**config.mk**
```make
export PLATFORM = sky130hd
export DESIGN_NAME = ogg_page_header_parser
export DESIGN_NICKNAME = d
export VERILOG_FILES = /design/src/rtl/ogg_php_pkg.sv /design/src/rtl/ogg_page_header_parser.sv
export SDC_FILE = /design/constraint.sdc
export NUM_CORES = 1
export LEC_CHECK = 0
export BUFFER_PORTS_ARGS = -buffer_cell sky130_fd_sc_hd__buf_2
export CAP_MARGIN = 40
export CORE_MARGIN = 5
export CORE_UTILIZATION = 50
export DETAILED_ROUTE_END_ITERATION = 8
export GPL_TIMING_DRIVEN = 0
export PLACE_DENSITY = 0.76
export SYNTH_ARGS = -nofsm -noshare
export SYNTH_HDL_FRONTEND = slang
export SYNTH_SLANG_ARGS = --single-unit
```
**constraint.sdc**
```tcl
create_clock -name clock -period 14.4 [get_ports clock]
set_input_delay 1.44 -clock clock [delete_from_list [all_inputs] [get_ports clock]]
set_output_delay 1.44 -clock clock [all_outputs]
set_load 0.01 [all_outputs]
```
**src/rtl/ogg_php_pkg.sv**
```systemverilog
`timescale 1ns / 1ps
`default_nettype none
// ----------------------------------------------------------------------------
// Ogg page header parser package
// Shared widths, result kind codes and capture pattern constants.
// ----------------------------------------------------------------------------
package ogg_php_pkg;

   localparam int KIND_W = 2;

   localparam logic [KIND_W-1:0] KIND_HEADER   = 2'd0;
   localparam logic [KIND_W-1:0] KIND_PACKET   = 2'd1;
   localparam logic [KIND_W-1:0] KIND_MISMATCH = 2'd2;

   localparam logic [7:0] LACE_FULL = 8'd255;

   localparam logic [7:0] MAGIC_O = 8'h4F;
   localparam logic [7:0] MAGIC_G = 8'h67;
   localparam logic [7:0] MAGIC_S = 8'h53;

   localparam logic [1:0] MAGIC_LAST = 2'd3;

   localparam logic [4:0] HDR_VERSION   = 5'd0;
   localparam logic [4:0] HDR_FLAGS     = 5'd1;
   localparam logic [4:0] HDR_SERIAL    = 5'd10;
   localparam logic [4:0] HDR_SEQUENCE  = 5'd14;
   localparam logic [4:0] HDR_CHECKSUM  = 5'd18;
   localparam logic [4:0] HDR_SEGMENTS  = 5'd22;

   function automatic logic [7:0] magic_byte(input logic [1:0] idx);
      logic [7:0] value;
      case (idx)
         2'd0:    value = MAGIC_O;
         2'd1:    value = MAGIC_G;
         2'd2:    value = MAGIC_G;
         default: value = MAGIC_S;
      endcase
      return value;
   endfunction

endpackage
`default_nettype wire

```
**src/rtl/ogg_page_header_parser.sv**
```systemverilog
`timescale 1ns / 1ps
`default_nettype none
// ----------------------------------------------------------------------------
// Ogg page header parser
// Finds the capture pattern, gathers the page header fields, sums lacing
// values into packet lengths and skips the page body, one byte per request.
// ----------------------------------------------------------------------------
// Results are registered: a result appears in the cycle after the byte that causes it.
// Throughput: one byte per cycle unless a held result stalls the input; state
// updates once per byte and the result register is refilled while it is taken.
// Reset: synchronous; the parser returns to the pattern search with all
// counters and header registers cleared, and no result pending.
// ----------------------------------------------------------------------------
module ogg_page_header_parser
   import ogg_php_pkg::*;
(
   input  wire                clock,
   input  wire                reset,
   input  wire                req_valid,
   output logic               req_ready,
   input  wire  [7:0]         req_data_byte,
   output logic               rsp_valid,
   input  wire                rsp_ready,
   output logic [KIND_W-1:0]  rsp_kind,
   output logic [7:0]         rsp_version,
   output logic [7:0]         rsp_header_flags,
   output logic signed [63:0] rsp_granule_position,
   output logic [31:0]        rsp_serial_number,
   output logic [31:0]        rsp_sequence_number,
   output logic [31:0]        rsp_page_checksum,
   output logic [7:0]         rsp_segment_count,
   output logic [15:0]        rsp_packet_length,
   output logic               rsp_packet_complete,
   output logic [7:0]         rsp_packet_number,
   output logic               rsp_last_of_page
);

   localparam logic [2:0] PH_MAGIC  = 3'd0;
   localparam logic [2:0] PH_HEADER = 3'd1;
   localparam logic [2:0] PH_LACING = 3'd2;
   localparam logic [2:0] PH_BODY   = 3'd3;

   logic [2:0]  phase_ff, phase_in;
   logic [4:0]  count_ff, count_in;
   logic [7:0]  version_ff, version_in;
   logic [7:0]  flags_ff, flags_in;
   logic [63:0] granule_ff, granule_in;
   logic [31:0] serial_ff, serial_in;
   logic [31:0] sequence_ff, sequence_in;
   logic [31:0] checksum_ff, checksum_in;
   logic [7:0]  seg_left_ff, seg_left_in;
   logic [15:0] pkt_acc_ff, pkt_acc_in;
   logic [7:0]  pkt_cnt_ff, pkt_cnt_in;
   logic [15:0] body_left_ff, body_left_in;

   logic        rsp_valid_ff, rsp_valid_in;
   logic        emit;
   logic [KIND_W-1:0] kind_in;
   logic [15:0] pkt_len_in;
   logic        pkt_done_in;
   logic        last_in;

   logic [KIND_W-1:0] kind_ff;
   logic [7:0]  o_version_ff, o_flags_ff, o_segments_ff, o_pkt_num_ff;
   logic [63:0] o_granule_ff;
   logic [31:0] o_serial_ff, o_sequence_ff, o_checksum_ff;
   logic [15:0] o_pkt_len_ff;
   logic        o_pkt_done_ff, o_last_ff;

   logic        accept;
   logic [7:0]  b;
   logic [15:0] acc_sum, body_sum;
   logic [7:0]  seg_dec;

   assign b         = req_data_byte;
   assign req_ready = !rsp_valid_ff || rsp_ready;
   assign accept    = req_valid && req_ready;
   assign acc_sum   = pkt_acc_ff + {8'd0, b};
   assign body_sum  = body_left_ff + {8'd0, b};
   assign seg_dec   = seg_left_ff - 8'd1;

   always_comb begin
      phase_in     = phase_ff;
      count_in     = count_ff;
      version_in   = version_ff;
      flags_in     = flags_ff;
      granule_in   = granule_ff;
      serial_in    = serial_ff;
      sequence_in  = sequence_ff;
      checksum_in  = checksum_ff;
      seg_left_in  = seg_left_ff;
      pkt_acc_in   = pkt_acc_ff;
      pkt_cnt_in   = pkt_cnt_ff;
      body_left_in = body_left_ff;
      emit         = 1'b0;
      kind_in      = KIND_MISMATCH;
      pkt_len_in   = 16'd0;
      pkt_done_in  = 1'b0;
      last_in      = 1'b0;
      case (phase_ff)
         PH_MAGIC: begin
            if (b == magic_byte(count_ff[1:0])) begin
               if (count_ff[1:0] == MAGIC_LAST) begin
                  phase_in = PH_HEADER;
                  count_in = 5'd0;
               end else begin
                  count_in = {3'd0, count_ff[1:0] + 2'd1};
               end
            end else begin
               count_in = (b == MAGIC_O) ? 5'd1 : 5'd0;
               emit     = 1'b1;
               kind_in  = KIND_MISMATCH;
            end
         end
         PH_HEADER: begin
            count_in = count_ff + 5'd1;
            if (count_ff == HDR_VERSION) begin
               version_in = b;
            end else if (count_ff == HDR_FLAGS) begin
               flags_in = b;
            end else if (count_ff < HDR_SERIAL) begin
               granule_in = {b, granule_ff[63:8]};
            end else if (count_ff < HDR_SEQUENCE) begin
               serial_in = {b, serial_ff[31:8]};
            end else if (count_ff < HDR_CHECKSUM) begin
               sequence_in = {b, sequence_ff[31:8]};
            end else if (count_ff < HDR_SEGMENTS) begin
               checksum_in = {b, checksum_ff[31:8]};
            end else begin
               seg_left_in  = b;
               pkt_acc_in   = 16'd0;
               pkt_cnt_in   = 8'd0;
               body_left_in = 16'd0;
               count_in     = 5'd0;
               phase_in     = (b == 8'd0) ? PH_MAGIC : PH_LACING;
               emit         = 1'b1;
               kind_in      = KIND_HEADER;
            end
         end
         PH_LACING: begin
            pkt_acc_in   = acc_sum;
            body_left_in = body_sum;
            seg_left_in  = seg_dec;
            if (b < LACE_FULL || seg_dec == 8'd0) begin
               emit        = 1'b1;
               kind_in     = KIND_PACKET;
               pkt_len_in  = acc_sum;
               pkt_done_in = (b < LACE_FULL);
               last_in     = (seg_dec == 8'd0);
               pkt_cnt_in  = pkt_cnt_ff + 8'd1;
               pkt_acc_in  = 16'd0;
            end
            if (seg_dec == 8'd0) begin
               phase_in = (body_sum != 16'd0) ? PH_BODY : PH_MAGIC;
               count_in = 5'd0;
            end
         end
         PH_BODY: begin
            body_left_in = body_left_ff - 16'd1;
            if (body_left_ff == 16'd1) begin
               phase_in = PH_MAGIC;
               count_in = 5'd0;
            end
         end
         default: begin
            phase_in = PH_MAGIC;
            count_in = 5'd0;
         end
      endcase
   end

   always_comb begin
      rsp_valid_in = rsp_valid_ff && !rsp_ready;
      if (accept && emit) begin
         rsp_valid_in = 1'b1;
      end
   end

   always_ff @(posedge clock) begin
      if (reset) begin
         phase_ff     <= PH_MAGIC;
         count_ff     <= 5'd0;
         version_ff   <= 8'd0;
         flags_ff     <= 8'd0;
         granule_ff   <= 64'd0;
         serial_ff    <= 32'd0;
         sequence_ff  <= 32'd0;
         checksum_ff  <= 32'd0;
         seg_left_ff  <= 8'd0;
         pkt_acc_ff   <= 16'd0;
         pkt_cnt_ff   <= 8'd0;
         body_left_ff <= 16'd0;
         rsp_valid_ff <= 1'b0;
      end else begin
         rsp_valid_ff <= rsp_valid_in;
         if (accept) begin
            phase_ff     <= phase_in;
            count_ff     <= count_in;
            version_ff   <= version_in;
            flags_ff     <= flags_in;
            granule_ff   <= granule_in;
            serial_ff    <= serial_in;
            sequence_ff  <= sequence_in;
            checksum_ff  <= checksum_in;
            seg_left_ff  <= seg_left_in;
            pkt_acc_ff   <= pkt_acc_in;
            pkt_cnt_ff   <= pkt_cnt_in;
            body_left_ff <= body_left_in;
         end
      end
   end

   always_ff @(posedge clock) begin
      if (accept && emit) begin
         kind_ff       <= kind_in;
         o_version_ff  <= (kind_in == KIND_HEADER) ? version_ff : 8'd0;
         o_flags_ff    <= (kind_in == KIND_HEADER) ? flags_ff : 8'd0;
         o_granule_ff  <= (kind_in == KIND_HEADER) ? granule_ff : 64'd0;
         o_serial_ff   <= (kind_in == KIND_HEADER) ? serial_ff : 32'd0;
         o_sequence_ff <= (kind_in == KIND_HEADER) ? sequence_ff : 32'd0;
         o_checksum_ff <= (kind_in == KIND_HEADER) ? checksum_ff : 32'd0;
         o_segments_ff <= (kind_in == KIND_HEADER) ? b : 8'd0;
         o_pkt_len_ff  <= pkt_len_in;
         o_pkt_done_ff <= pkt_done_in;
         o_pkt_num_ff  <= (kind_in == KIND_PACKET) ? pkt_cnt_ff : 8'd0;
         o_last_ff     <= last_in;
      end
   end

   assign rsp_valid            = rsp_valid_ff;
   assign rsp_kind             = kind_ff;
   assign rsp_version          = o_version_ff;
   assign rsp_header_flags     = o_flags_ff;
   assign rsp_granule_position = $signed(o_granule_ff);
   assign rsp_serial_number    = o_serial_ff;
   assign rsp_sequence_number  = o_sequence_ff;
   assign rsp_page_checksum    = o_checksum_ff;
   assign rsp_segment_count    = o_segments_ff;
   assign rsp_packet_length    = o_pkt_len_ff;
   assign rsp_packet_complete  = o_pkt_done_ff;
   assign rsp_packet_number    = o_pkt_num_ff;
   assign rsp_last_of_page     = o_last_ff;

   a_ready_when_empty: assert property (@(posedge clock) disable iff (reset)
      !rsp_valid_ff |-> req_ready)
      else $error("Parser stalled its input with no result pending.");

   a_result_from_request: assert property (@(posedge clock) disable iff (reset)
      $rose(rsp_valid_ff) |-> $past(req_valid && req_ready))
      else $error("A result appeared without an accepted request.");

   a_packet_fields: assert property (@(posedge clock) disable iff (reset)
      rsp_valid_ff && kind_ff == KIND_PACKET |->
         o_segments_ff == 8'd0 && o_granule_ff == 64'd0 && o_version_ff == 8'd0)
      else $error("Packet result carries header fields.");

   a_mismatch_fields: assert property (@(posedge clock) disable iff (reset)
      rsp_valid_ff && kind_ff == KIND_MISMATCH |->
         o_pkt_len_ff == 16'd0 && !o_pkt_done_ff && !o_last_ff && o_pkt_num_ff == 8'd0)
      else $error("Mismatch result carries packet fields.");

   a_body_nonempty: assert property (@(posedge clock) disable iff (reset)
      phase_ff == PH_BODY |-> body_left_ff != 16'd0)
      else $error("Body phase entered with no body bytes left.");

endmodule
`default_nettype wire
```
==> results.yml <==
outcome:
  outcome: "finished clean"
floorplan:
  io_pins: 226
  rows: 70
  coreArea_sq_um: 36300
  die_y_um: 201
  dieArea_sq_um: 40600
  start_util_pct: 50.4
  dieWidth_um: 201
synth:
  netlist_instances: 1807
  postSynthAreaPerCell_sq_um: 10.1
  synth.largest_area_cell: "edfxtp_1"
  synth_cell_types: 72
  yosys-top-cells-count: "nand2_1, dfxtp_1, a21oi_1, edfxtp_1, and2_1"
  synth_area_leaders: "edfxtp_1, dfxtp_1, nand2_1"
  synth-main-ff-cell: "dfxtp_1"
  netlist.area_leader.share_pct: 34.7
  async_flop_share_pct: 0
  ys_seq_elements: 444
  syn_area_sq_um: 18300
  synth_edf_count: 212
  synth_nets: 1849
  ys_warn_count: 0
  synth.most_common_cell: "nand2_1"
  yosysSeqAreaShare_pct: 60.1
critical_path:
  cpMostUsedCell: "nand3_1"
  reg2reg_to: "rsp_page_checksum[12]"
  cp_cell_sequence: "buf_2 > clkbuf_1 > nand3_1 > nor2_1 > a21o_1 > nand3_1 > and3_4 > buf_16 > buf_12"
  r2r_setup_slack_ps: 10380
  crit_arrival_ps: 4650
  startpoint: "req_data_byte[3]"
  start_kind: "input port"
  endpoint_kind: "flip-flop"
  crit_buf_inv: 4
  worst_r2r_path_depth: 9
  critPathKind: "input port to flip-flop"
  slowest_delay_ps: 580
  cp_top_family: "simple AND/OR/NAND/NOR gates"
  r2r_start: "seg_left_ff[0]"
  crit_path_top_delay_cell: "clkbuf_1"
  worstPathRequired_ps: 14670
  cp_max_fo: 65
timing:
  max_slew_margin_pct: 43.7
  max_freq_mhz: 228
  period_share_pct: 30.4
  fin_tns_setup_ps: 0
  fin_crit_ps: 4380
  finalMaxSlewViolations: 0
  setup-violations-final: 0
  worst_pin_slew_ps: 844
  rsz0062_at_grt: "no"
  hold_viol: 0
  finalClockSkew_ps: 16.2
clock_network:
  post_cts_buffers: 0
  clk_root_buffer_cell: "clkbuf_16"
  cts.clk_slew.worst_paths_ps: 60
  cts_buffers: 43
  clkLatencyLatePin_ps: 540
  htreeDepth: 2
  ctsResizeCount: 0
  cts_hold_buf: 0
  cts_num_sinks: 444
  tritoncts: "built"
  clock_path_buffers: 3
layout:
  antenna_cells: 0
  fin_area_sq_um: 21600
  syn_to_final_growth_pct: 17.7
  layout-drive-gt1-share_pct: 15.2
  fillers: 2999
  final_nets: 2125
  final_util_pct: 59.3
global_route:
  grt_pass1_wl_um: 72600
  grt_max_degree: 66
  overflow: 0
  antenna_found_initial: 0
  grt_usage_pct: 21.8
  grt_pass1_vias: 13600
power:
  peakVddDrop_v: 0.0000709
  p_per_area_nw_per_um2: 120
  p_leak_nw: 8.09
place:
  hpwl_um: 32600
  port_buffers: 224
  place.gp.congestion: 0.904
  placed_area_sq_um: 20100
route:
  dr.pass1.iters: 5
  route.detailed.drc: 0
  viasPerCell: 5.44
  avgRoutedWirePerCell_um: 17.8
  drt_iter0_markers: 1091
  ant_nets: 0
  vias: 14100
  totalWireLength_um: 45900
worst_hold_path:
  hp-start: "checksum_ff[7]"
  hold_class: "flip-flop to flip-flop"
  hold_end: "checksum_ff[7]"
  whs_path_depth: 2
flow_run:
  drv_cap: 0
worst register-to-register path, cell delays in order, from the launching register on:
cell	delay [ps]
dfxtp_1	420
inv_1	110
ha_1	270
o41ai_2	570
o2111ai_4	330
a21o_1	390
nand3_1	150
and3_4	750
buf_16	390
buf_12	290
through the flow:
step / hold WS [ps] / instances / total power, mW / setup WS (ps)
6_report: 449 / 2585 / 2.59 / 10020
5_1_grt: 472 / 2585 / 2.67 / 9890
4_1_cts: 450 / 2584 / 2.61 / 10080
3_5_place_dp: 442 / 2505 / 1.49 / 9540
3_3_place_gp: 439 / 2499 / 1.50 / 4160
2_1_floorplan: 432 / 1807 / 1.44 / 6760
worst max-delay path by stage:
stage | end | slack [ps] | cells after the start
floorplan | rsp_granule_position[0] | 6760 | 6
global placement | rsp_header_flags[7] | 4160 | 7
detailed placement | rsp_header_flags[7] | 9540 | 9
CTS | rsp_page_checksum[21] | 10080 | 9
global route | rsp_page_checksum[17] | 9890 | 9
finish | rsp_page_checksum[12] | 10020 | 9
layout by cell type (no fill, tap or decap), types with 5 or more instances in the layout:
cell type,instances
clkbuf_8,8
o21ai_0,42
clkbuf_1,116
nor3_1,23
o22ai_1,6
or2_2,5
nand4_1,11
and2_1,200
a31oi_1,9
xnor2_1,15
clkbuf_16,46
inv_1,22
nor2_1,90
a211oi_1,13
a21oi_1,214
or3_1,8
edfxtp_1,212
ha_1,28
mux2i_1,19
o21a_1,6
nand2_1,369
buf_2,231
and3_1,20
a21o_1,12
clkinv_2,7
a22oi_1,8
nand3b_1,5
nand2b_1,8
xor2_1,21
nand3_1,20
dfxtp_1,232
power by group:
part           total, mW  switching (mW)  internal, mW
combinational      0.107          0.0753        0.0313
clock               1.12           0.464         0.661
sequential          1.36         0.00921          1.35
cell type report:
type	instances	area (sq um)	area share [%]
sequential	444	11000	51.1
multi-input combinational	1224	6780	31.4
clock buffer	64	1300	6.02
timing repair buffer	231	1220	5.65
tap	468	586	2.72
buffer	116	449	2.08
clock inverter	15	129	0.598
inverter	23	86.3	0.400
logic make-up after synthesis:
logic type                 count (synthesis)  synth area share (%)
AOI/OAI and AO/OA                        356                  11.6
xor gates and xnor gates                  37                  1.87
adders and majority gates                 30                  2.13
buffers and inverters                    139                  2.92
DFF                                      444                  60.1
muxes                                     20                  1.10
and+or+nand+nor                          781                  20.3
flip-flops by register name (all words and copies together) (netlist names), 5 cells and up:
register and flops:
rsp_segment_count 8, rsp_packet_length 16, count_ff 5, rsp_granule_position 64, pkt_acc_ff 16, body_left_ff 16, rsp_page_checksum 32, checksum_ff 32
rsp_header_flags 8, version_ff 8, pkt_cnt_ff 8, seg_left_ff 8, granule_ff 64, sequence_ff 32, flags_ff 8, rsp_serial_number 32
rsp_version 8, serial_ff 32, rsp_packet_number 8, rsp_sequence_number 32
metal layers:
| metal | global-route usage [%] | vias to the layer above | share of wire [%] |
|---|---|---|---|
| li1 | - | 6792 | - |
| met1 | 28.7 | 6711 | 42 |
| met2 | 37.2 | 485 | 49 |
| met3 | 4.06 | 83 | 6.7 |
| met4 | 6.27 | 0 | 2.3 |
| met5 | 0 | - | 0 |
Power figures use the tool's default switching activity.
